$ cat src/hdl/cse_pkg.sv
// cse_pkg: shared constants and the sequencer state type of the counting sort engine
// no dependencies
package cse_pkg;

	localparam int KEY_W = 8;

	typedef enum logic [3:0] {
		ST_LOAD  = 4'b0001,
		ST_DRAIN = 4'b0010,
		ST_READ  = 4'b0100,
		ST_EMIT  = 4'b1000
	} state_t;

endpackage

$ cat src/hdl/cse_hist.sv
// cse_hist: histogram memory with one write and one registered read port
// per-bin valid flops give zero for bins not written since the last clear
// uses cse_pkg
module cse_hist #(
	parameter int BIN_BITS = cse_pkg::KEY_W,
	parameter int CNT_W    = 7
) (
	input  logic                clk,
	input  logic                arst_n,
	input  logic                clr,
	input  logic                rd_en,
	input  logic [BIN_BITS-1:0] rd_addr,
	output logic [CNT_W-1:0]    rd_data,
	input  logic                wr_en,
	input  logic [BIN_BITS-1:0] wr_addr,
	input  logic [CNT_W-1:0]    wr_data
);

	localparam int BINS = 1 << BIN_BITS;

	logic [CNT_W-1:0] mem_q [BINS];
	logic [BINS-1:0]  vld_q;
	logic [CNT_W-1:0] rd_q;
	logic             rd_vld_q;

	always_ff @(posedge clk) begin
		if (wr_en) begin
			mem_q[wr_addr] <= wr_data;
		end
		if (rd_en) begin
			rd_q <= mem_q[rd_addr];
		end
	end

	always_ff @(posedge clk or negedge arst_n) begin
		if (!arst_n) begin
			vld_q    <= '0;
			rd_vld_q <= 1'b0;
		end else begin
			if (clr) begin
				vld_q <= '0;
			end else if (wr_en) begin
				vld_q[wr_addr] <= 1'b1;
			end
			if (rd_en) begin
				rd_vld_q <= vld_q[rd_addr];
			end
		end
	end

	assign rd_data = rd_vld_q ? rd_q : '0;

endmodule

$ cat src/hdl/counting_sort_engine_unit.sv
// counting_sort_engine_unit: top level, key loading, histogram scan and result output
// uses cse_pkg and cse_hist
//
// Keys are taken one per cycle while loading: each key is masked to min(KEY_BITS, KEY_W) bits,
// saturated to key_max and counted by a read-modify-write of the histogram,
// with the count forwarded when the same bin is hit in back-to-back cycles.
// Keys beyond MAX_ITEMS are dropped and flag overflow on the run. The key
// marked last is followed by a drain state, then a single counter and compare
// walks the bins in ascending order: each bin is read in ST_READ, then ST_EMIT
// gives one result for each key counted in it, holding while the output
// stalls, and the walk stops at the bin that holds the final key. No request
// is taken during the scan. The histogram is cleared at once through per-bin
// valid flops, so there is no clearing pass.
module counting_sort_engine_unit #(
	parameter int MAX_ITEMS = 64,
	parameter int KEY_BITS  = 8
) (
	input  logic                     clk,
	input  logic                     arst_n,
	input  logic                     cfg_we,
	input  logic [cse_pkg::KEY_W-1:0] cfg_wdata,
	input  logic                     in_valid,
	output logic                     in_stall,
	input  logic [cse_pkg::KEY_W-1:0] key,
	input  logic                     last_key,
	output logic                     out_valid,
	input  logic                     out_stall,
	output logic [cse_pkg::KEY_W-1:0] sorted_key,
	output logic                     last_out,
	output logic                     overflow
);

	localparam int KW       = cse_pkg::KEY_W;
	localparam int BIN_BITS = (KEY_BITS < KW) ? KEY_BITS : KW;
	localparam int CNT_W    = $clog2(MAX_ITEMS + 1);
	localparam logic [KW-1:0] KEY_MASK = KW'((1 << BIN_BITS) - 1);

	cse_pkg::state_t state_q;

	logic [KW-1:0]       key_max_q;
	logic [CNT_W-1:0]    cnt_q;
	logic                ovf_q;
	logic [BIN_BITS-1:0] bin_q;
	logic [CNT_W-1:0]    rep_q;
	logic [CNT_W-1:0]    emit_q;

	logic                s1_v_s1;
	logic [BIN_BITS-1:0] idx_s1;
	logic                fwd_s1;
	logic [CNT_W-1:0]    fval_s1;

	logic                out_valid_q;
	logic [KW-1:0]       sorted_key_q;
	logic                last_out_q;
	logic                overflow_q;

	logic                acc;
	logic                count_it;
	logic [KW-1:0]       masked;
	logic [KW-1:0]       sat;
	logic [BIN_BITS-1:0] idx;
	logic [CNT_W-1:0]    base;
	logic [CNT_W-1:0]    inc;
	logic [CNT_W-1:0]    emit_nxt;
	logic                slot_free;
	logic                bin_done;
	logic                load_out;
	logic                finish;
	logic                rd_en;
	logic [BIN_BITS-1:0] rd_addr;
	logic [CNT_W-1:0]    rd_data;

	// key loading
	assign in_stall = (state_q != cse_pkg::ST_LOAD);
	assign acc      = in_valid && !in_stall;
	assign count_it = acc && (cnt_q < CNT_W'(MAX_ITEMS));
	assign masked   = key & KEY_MASK;
	assign sat      = (masked > key_max_q) ? key_max_q : masked;
	assign idx      = sat[BIN_BITS-1:0];

	assign base = fwd_s1 ? fval_s1 : rd_data;
	assign inc  = base + CNT_W'(1);

	// scan and output
	assign emit_nxt  = emit_q + CNT_W'(1);
	assign slot_free = !out_valid_q || !out_stall;
	assign bin_done  = (rep_q == rd_data);
	assign load_out  = (state_q == cse_pkg::ST_EMIT) && !bin_done && slot_free;
	assign finish    = load_out && (emit_nxt == cnt_q);

	assign rd_en   = count_it || (state_q == cse_pkg::ST_READ);
	assign rd_addr = (state_q == cse_pkg::ST_READ) ? bin_q : idx;

	cse_hist #(
		.BIN_BITS(BIN_BITS),
		.CNT_W   (CNT_W)
	) u_hist (
		.clk    (clk),
		.arst_n (arst_n),
		.clr    (finish),
		.rd_en  (rd_en),
		.rd_addr(rd_addr),
		.rd_data(rd_data),
		.wr_en  (s1_v_s1),
		.wr_addr(idx_s1),
		.wr_data(inc)
	);

	always_ff @(posedge clk or negedge arst_n) begin
		if (!arst_n) begin
			key_max_q <= KW'(10);
		end else if (cfg_we) begin
			key_max_q <= cfg_wdata;
		end
	end

	always_ff @(posedge clk or negedge arst_n) begin
		if (!arst_n) begin
			s1_v_s1 <= 1'b0;
			fwd_s1  <= 1'b0;
		end else begin
			s1_v_s1 <= count_it;
			fwd_s1  <= count_it && s1_v_s1 && (idx_s1 == idx);
		end
	end

	always_ff @(posedge clk) begin
		if (count_it) begin
			idx_s1  <= idx;
			fval_s1 <= inc;
		end
	end

	// sequencer
	always_ff @(posedge clk or negedge arst_n) begin
		if (!arst_n) begin
			state_q <= cse_pkg::ST_LOAD;
			cnt_q   <= '0;
			ovf_q   <= 1'b0;
			bin_q   <= '0;
			rep_q   <= '0;
			emit_q  <= '0;
		end else begin
			case (state_q)
				cse_pkg::ST_LOAD: begin
					if (count_it) begin
						cnt_q <= cnt_q + CNT_W'(1);
					end else if (acc) begin
						ovf_q <= 1'b1;
					end
					if (acc && last_key) begin
						state_q <= cse_pkg::ST_DRAIN;
					end
				end
				cse_pkg::ST_DRAIN: begin
					bin_q   <= '0;
					emit_q  <= '0;
					state_q <= cse_pkg::ST_READ;
				end
				cse_pkg::ST_READ: begin
					rep_q   <= '0;
					state_q <= cse_pkg::ST_EMIT;
				end
				cse_pkg::ST_EMIT: begin
					if (bin_done) begin
						bin_q   <= bin_q + BIN_BITS'(1);
						state_q <= cse_pkg::ST_READ;
					end else if (load_out) begin
						rep_q  <= rep_q + CNT_W'(1);
						emit_q <= emit_nxt;
						if (finish) begin
							cnt_q   <= '0;
							ovf_q   <= 1'b0;
							state_q <= cse_pkg::ST_LOAD;
						end
					end
				end
				default: begin
					state_q <= cse_pkg::ST_LOAD;
				end
			endcase
		end
	end

	// output register
	always_ff @(posedge clk or negedge arst_n) begin
		if (!arst_n) begin
			out_valid_q <= 1'b0;
		end else if (load_out) begin
			out_valid_q <= 1'b1;
		end else if (!out_stall) begin
			out_valid_q <= 1'b0;
		end
	end

	always_ff @(posedge clk) begin
		if (load_out) begin
			sorted_key_q <= KW'(bin_q);
			last_out_q   <= (emit_nxt == cnt_q);
			overflow_q   <= ovf_q;
		end
	end

	assign out_valid  = out_valid_q;
	assign sorted_key = sorted_key_q;
	assign last_out   = last_out_q;
	assign overflow   = overflow_q;

	a_cnt_bound: assert property (@(posedge clk) disable iff (!arst_n)
		cnt_q <= CNT_W'(MAX_ITEMS))
		else $error("key count above capacity");

	a_out_from_emit: assert property (@(posedge clk) disable iff (!arst_n)
		$rose(out_valid) |-> $past(state_q == cse_pkg::ST_EMIT))
		else $error("result produced outside the scan");

	a_wr_in_load: assert property (@(posedge clk) disable iff (!arst_n)
		s1_v_s1 |-> (state_q == cse_pkg::ST_LOAD || state_q == cse_pkg::ST_DRAIN))
		else $error("histogram update during the scan");

	a_emit_bound: assert property (@(posedge clk) disable iff (!arst_n)
		load_out |-> (emit_q < cnt_q))
		else $error("more results than loaded keys");

endmodule
$ cat config.mk
export PLATFORM = sky130hd
export DESIGN_NAME = counting_sort_engine_unit
export DESIGN_NICKNAME = d
export VERILOG_FILES = /design/src/hdl/cse_pkg.sv /design/src/hdl/cse_hist.sv /design/src/hdl/counting_sort_engine_unit.sv
export SDC_FILE = /design/constraint.sdc
export NUM_CORES = 2
export LEC_CHECK = 0
export ABC_AREA = 1
export ABC_CLOCK_PERIOD_IN_PS = 41700
export BUFFER_PORTS_ARGS = -buffer_cell sky130_fd_sc_hd__buf_2
export CAP_MARGIN = 20
export CELL_PAD_IN_SITES_DETAIL_PLACEMENT = 0
export CELL_PAD_IN_SITES_GLOBAL_PLACEMENT = 1
export CORE_MARGIN = 3
export CORE_UTILIZATION = 25
export CTS_CLUSTER_DIAMETER = 200
export DETAILED_ROUTE_END_ITERATION = 7
export PLACE_DENSITY = 0.43
export SYNTH_ARGS = -nofsm -noshare
export SYNTH_HDL_FRONTEND = slang
export SYNTH_SLANG_ARGS = --single-unit
$ cat constraint.sdc
create_clock -name clk -period 41.7 [get_ports clk]
set_input_delay 2.085 -clock clk [delete_from_list [all_inputs] [get_ports clk]]
set_output_delay 2.085 -clock clk [all_outputs]
set_load 0.02 [all_outputs]
Yosys cells after proc, flatten, opt, wreduce, memory -nomap -nowiden

Memories as Yosys holds them, arrays and structs flattened. A register that Yosys moved wholly into a read port is not among the register bits.
Cells that the tools add are included.

Memory bits (read-only): 0
Bits in latches: 0
Bits of input ports: 22
Memories kept: 1
Bits in writable memories: 1,792
Logic and storage cells: 111
Flip-flop bits (word level): 327
Output and inout port bits: 12

Memories:

| memory       | depth | bits a word | read ports | clocked after memory_dff | write ports | RTL line       | RTL |
|---|---|---|---|---|---|---|---|
| u_hist.mem_q | 256   | 7           | 1          | 1                        | 1           | cse_hist.sv:21 | `logic [CNT_W-1:0] mem_q [BINS];` |

Bitwise operators: 1
Eq/ne operators: 19
Div/mod/pow operators: 0
Shifts and indexed selects: 0
Order comparisons: 5
Add/subtract/negate cells: 5
Multiplexer cells: 38
Reduce and logical (&&, ||, !) cells: 25
Multipliers: 0

Operators by type and width:

| kind                                                              | number |
|---|---|
| two-way mux 256 bit                                               | 2 |
| OR 256 bit                                                        | 1 |
| two-way mux 7 bit                                                 | 10 |
| case mux 7 bit (2 select lines)                                   | 3 |
| adder 7 x 1 -> 7 bit, second input constant                       | 4 |
| two-way mux 8 bit                                                 | 3 |
| < comparator 8 x 9 -> 1 bit, second input constant                | 2 |
| two-way mux 4 bit                                                 | 4 |
| inequality test 2 bit, second input constant                      | 8 |
| case mux 4 bit (4 select lines)                                   | 1 |
| case mux 8 bit (2 select lines)                                   | 1 |
| equality test 7 bit                                               | 2 |
| two-way mux 1 bit                                                 | 11 |
| logical AND 1 bit                                                 | 9 |
| AND reduction 3 bit                                               | 3 |
| adder 8 x 1 -> 8 bit, second input constant                       | 1 |
| binary-select mux 1 bit (select 8 bit)                            | 1 |
| demux 1 bit (select 8 bit)                                        | 1 |
| equality test 8 bit                                               | 1 |
| greater-or-equal comparator 8 x 1 -> 1 bit, second input constant | 1 |
| greater-than comparator 8 bit                                     | 1 |
| nonzero test 2 bit                                                | 4 |
| < comparator 7 bit, second input constant                         | 1 |
| inequality test 3 bit, second input constant                      | 2 |
| 12 further kinds                                                  | 16 |

Logic depth before layout (Yosys ltp)

Depth in word-level cells: 10
Gate-level depth with buffers: 26
Depth with buffers taken out: 23

Modules after synthesis

Synthesis repeated with hierarchy kept, for this count alone.

Cell total of the unflattened synthesis: 7,762
Area, all modules: 87,719.1 um^2

By module, submodules not included:

| module                    | area an instance (um^2) | seq. area each (um^2) | times used | cells each |
|---|---|---|---|---|
| cse_hist                  | 83,657.7                | 60,453.0              | 1          | 7,279 |
| counting_sort_engine_unit | 4,061.4                 | 1,880.6               | 1          | 483 |

Least setup slack after synthesis

OpenSTA, ideal clock, no wires.

Path type: register to register
Start: register fwd_s1
End: register fval_s1[6] (data pin)
Stages on the path, launching flop included: 8
Path buffers: 0
Slack: 20.952 ns
Library setup time: 1.656 ns
Arrival time: 19.092 ns
Data required time: 40.044 ns
Period minus slack after synthesis: 20.748 ns
Path through: dfrtp_1 -> inv_1 -> o21ai_0 -> inv_1 -> ha_1 -> nand2_1 -> nor3_1 -> xnor2_1

Cells in the longest elaborated chain, start to end: 2

RTL lines:

| element                  | RTL line                         | RTL |
|---|---|---|
| start: declaration       | counting_sort_engine_unit.sv:49  | `logic fwd_s1;` |
| start signal: assignment | counting_sort_engine_unit.sv:123 | `fwd_s1 <= count_it && s1_v_s1 && (idx_s1 == idx);` |
| two-way mux 7 bit        | counting_sort_engine_unit.sv:81  | `assign base = fwd_s1 ? fval_s1 : rd_data;` |
| adder 7 x 1 -> 7 bit     | counting_sort_engine_unit.sv:82  | `assign inc = base + CNT_W'(1);` |
| via inc[6]               | counting_sort_engine_unit.sv:63  | `logic [CNT_W-1:0] inc;` |
| end signal: assignment   | counting_sort_engine_unit.sv:130 | `fval_s1 <= inc;` |
| end: declaration         | counting_sort_engine_unit.sv:50  | `logic [CNT_W-1:0] fval_s1;` |

The timed path passes the listed nets, and every way through them passes these cells.
A chain may end at the register's enable or synchronous reset.

Worst setup path after layout

Start: input port key[7] in the netlist's numbering
End: register u_hist.rd_q[4] (read register of u_hist.mem_q) (data pin)

Cells in the longest elaborated chain, start to end: 3

RTL lines:

| element                       | RTL line                        | RTL |
|---|---|---|
| start: declaration            | counting_sort_engine_unit.sv:24 | `input logic [cse_pkg::KEY_W-1:0] key,` |
| greater-than comparator 8 bit | counting_sort_engine_unit.sv:78 | `assign sat = (masked > key_max_q) ? key_max_q : masked;` |
| two-way mux 8 bit (*)         | counting_sort_engine_unit.sv:78 |  |
| two-way mux 8 bit (*)         | counting_sort_engine_unit.sv:92 | `assign rd_addr = (state_q == cse_pkg::ST_READ) ? bin_q : idx;` |
| end: declaration              | cse_hist.sv:23                  | `logic [CNT_W-1:0] rd_q;` |

Mark *: on every way between the ends. The rest lies on a longest branch, timed or not.

==> metrics.md <==
| Metric | Value |
|---|---|
| PortBufs | 33 |
| Flops & latches, synth | 2126 |
| P_leak | 38.5 nW |
| Synth cell count leaders | edfxtp_1 (1824), nand2_1 (1736), nand3_1 (1377) |
| Postcts setup bufs | 0 |
| Cell row count | roughly 220 |
| Worst-Margin Slew | 1.15 ns |
| Maximum net fanout on the critical path | 154 |
| Starting density of the core | 25.2% |
| Post-Synth Adder-Cell Area | 0.184% |
| CTS tree | yes |
| Crit end category | flip-flop |
| Antenna-violating nets left | 0 |
| Xor/xnor share of the synthesized area | 0.198% |
| EDFF count, synth | 1824 |
| Vias in the first global route | 59.6k |
| Final Hold Fails | 0 |
| Worst Path Buf+Inv | 4 |
| Critical Path, Cell by Cell | buf_2 > ha_1 > nand2_1 > nor2_1 > nand2_1 > nand2_2 > nand2_2 > nand2_1 > nand3_1 > nand2_4 > buf_12 > buf_4 > buf_4 > o21ai_0 > o22ai_1 > nand2_1 > nand2_1 > nand2_1 > nand3_1 > nand3_1 > nand3_1 > nand3_1 > nand2_1 |
| Max Buffers Root-to-Sink | 4 |
| Post-Syn Area | 88300 um2 |
| Yosys top cell area share | 62.0% |
| Family with the most delay on the worst path | simple AND/OR/NAND/NOR gates |
| Setup skew after layout | 0.0457 ns |
| Arrival @ worst endpoint | between 8 and 9 ns |
| Pin count of the biggest net entering global routing | 190 |
| DRT Wirelength | 319000 um |
| Most numerous cell in the Yosys netlist | edfxtp_1 |
| Most frequent CP cell | nand2_1 |
| Avg Synthesized Cell Area | 11.2 um2 |
| Die footprint | 360000 um2 |
| Syn Nets | 7945 |
| Initial antenna violation count | 15 |
| H-tree depth | 5 |
| Final setup fails | 0 |
| Status | complete, no violations |
| Starting DRT DRC Count | between 5k and 6k |
| Detailed-route via count | 59.7k |
| Pwr dens | 61.5 nW/um2 |
| Core ar. | 351000 um2 |
| GRT Overall Usage | between 10% and 20% |
| Clock Latency Late Sink | 0.88 ns |
| CTS sink count | 2126 |
| Setup TNS | 0 ns |
| Cell variety after synth | 40 |
| Root Buffer | clkbuf_16 |
| Post-Synth Simple-Gate Area | 17.5% |
| M3 GR Usage | 2.95% |
| Data required, critical path | 42.42 ns |
| I/O pin count | 34 |
| # nets final | ~7.9k |
| Met2 GRT Util | 26.6% |
| Largest family of logic cells by synthesized area | simple AND/OR/NAND/NOR gates |
| Routed wire per std cell | 25.0 um |
| Post-synthesis async set-or-reset flop share | 14.2% |
| Maximum vdd drop | 39.6 uV |
| GRT overflow | 0 |
| Fillers | about 36k |
| Synthesized instance count | 7910 |
| Prevailing post-synth register cell | edfxtp_1 |
| Top cells by area, synth | edfxtp_1 (62%), dfrtp_1 (8.5%), nand3_1 (7.8%) |
| Layer with the highest usage | met2 |
| Max-cap violation count | 0 |
| TritonRoute pass-1 iters | 6 |
| Syn. warnings | 0 |
| Chip width | 600 um |
| Final Cycle Share | 17.6% |
| Post-DP HPWL | ~180000 um |
| Vias per inst | 4.68 |
| RSZ-0062 raised after global routing | no |
| Reg clk slew, reported paths | 0.06 ns |
| Pwr Total | 6.26 mW |
| Tmin final | 7.33 ns |
| DRC | 0 |
| Layout cells sized above 1 | 7.14% |
| Met1 usage | 24.6% |
| Worst setup SP type | primary input |
| First-pass GRT wire length | 456000 um |
| Slew margin rel. | 23.1% |
| Chip height | 600 um |
| Slew Viols, Final | 0 |
| Crit-path max cell delay | between 0.7 and 0.8 ns |
| Final GP Congestion | 0.757 |
| Hold crit path type | reg -> reg |
| Seq/Total Area, Yosys | 70.6% |
| Worst path slowest cell | buf_4 |
| Crit Path Class | in -> reg |
| Fmax | 136 MHz |
| Area Overhead vs Synth | 15.3% |
| Multiplexer share of the synthesized area | 0% |
| Area leader, netlist | edfxtp_1 |
| CTS buffer count | about 260 |
| Cts hold-fix bufs | 0 |
| CTS resizes | 0 |
| Compound-Gate Fraction of Synth Area | 6.71% |
-- worst register-to-register path, cell delays in order (launching register included) --
cell and delay, ns:
dfstp_2 0.51, inv_1 0.06, ha_1 0.29, nand2_1 0.07, inv_2 0.05, nand2_1 0.05
nand2_1 0.05, nand2_1 0.06, nand2_2 0.11, nand2_2 0.19, nand2_1 0.14, nand3_1 0.18
nand2_4 0.69, buf_12 0.70, buf_4 0.80, buf_4 0.78, o21ai_0 0.20, o22ai_1 0.22
nand2_1 0.12, nand2_1 0.10, nand2_1 0.05, nand3_1 0.26, nand3_1 0.11, nand3_1 0.32
nand3_1 0.16, nand2_1 0.11
-- power breakdown --
part	internal, mW	switching [mW]	total, mW	leakage, nW
Clock	1.27	0.921	2.19	3.92
Combinational	0.303	1.11	1.41	13.8
Sequential	2.61	0.0458	2.66	20.8
-- placed cells by master (no fill, tap or decap), types with 3 or more instances in the layout --
cell type,instances
buf_4,128
a21oi_1,15
xor2_4,3
o21ai_4,7
clkbuf_16,274
o211ai_1,40
inv_6,6
xor2_1,13
o21bai_1,85
diode_2,6
buf_16,3
clkinv_1,38
clkbuf_8,15
clkbuf_1,98
nor3_1,16
clkinv_8,8
o21ai_0,825
nor2_1,487
nand4_1,6
dfstp_2,3
inv_2,4
clkinv_2,28
nor4_1,5
o21ai_1,23
clkinvlp_4,6
buf_6,8
bufinv_16,5
edfxtp_1,1824
nand2_1,1721
ha_1,12
dfrtp_1,299
o22ai_1,86
nand3_1,1377
inv_1,505
buf_2,32
nand2_2,17
buf_12,13
-- stage by stage --
step / util, % / setup WS, ns / cells / hold WS (ns) / instance area, um2
after floorplan: - / 20.95 / 7910 / 0.425 / 88300
after global placement: 26.7 / 33.32 / 12300 / 0.441 / 93500
after detailed placement: 26.7 / 33.32 / 12300 / 0.438 / 93600
after CTS: 29.0 / 34.26 / 12800 / 0.454 / 102000
after global routing: 29.0 / 33.78 / 12800 / 0.477 / 102000
final: 29.0 / 34.37 / 12800 / 0.454 / 102000
-- final cells by class --
cell class                      instances  area, um2  area share, %
Clock buffer                          387       7430           7.30
Timing Repair Buffer                  186       1580           1.56
Antenna cell                            6       15.0         0.0147
Multi-Input combinational cell       4763      22000           21.6
Sequential cell                      2126      62300           61.2
Tap cell                             4708       5890           5.79
Inverter                              512       1940           1.91
Clock inverter                         90        659          0.648
-- sequential cells by signal (all words and copies together), names as in the netlist --
signal and cells:
emit_q 7, key_max_q 8, overflow 1, bin_q 8, state_q 4, u_hist.rd_q 7, sorted_key 8, last_out 1
u_hist.mem_q 1792, out_valid 1, fwd_s1 1, u_hist.rd_vld_q 1, ovf_q 1, rep_q 7, s1_v_s1 1, fval_s1 7
idx_s1 8, u_hist.vld_q 256, cnt_q 7
-- final timing paths --
path                              start          endpoint  slack, ns  depth (start not counted)
setup / recovery                 key[7]    u_hist.rd_q[4]      34.37                         23
hold / removal                 bin_q[5]     sorted_key[5]       0.45                          0
setup reg to reg           key_max_q[3]    u_hist.rd_q[4]      35.17                         25
hold reg to reg                bin_q[5]     sorted_key[5]       0.45                          0
max in group asynchronous        arst_n  u_hist.vld_q[32]      38.21                          3
min in group asynchronous        arst_n      key_max_q[4]       1.24                          1
-- layer usage --
metal  share of wire (%)  routed length, um
met1                  47             149000
met3                 5.7              18100
met4                 3.0               9480
met2                  45             143000
met5                   0                  0
-- cells by family (layout without fill, tap and decap cells) --
group                      Yosys count  after routing
and+or+nand+nor                   3638           3638
DFF                               2126           2126
AOI/OAI and AO/OA                 1092           1092
adders and majority gates           13             13
xor gates and xnor gates            20             20
buffers and inverters             1021           1175
other                                0              6
(Power assumes the default switching activity.)
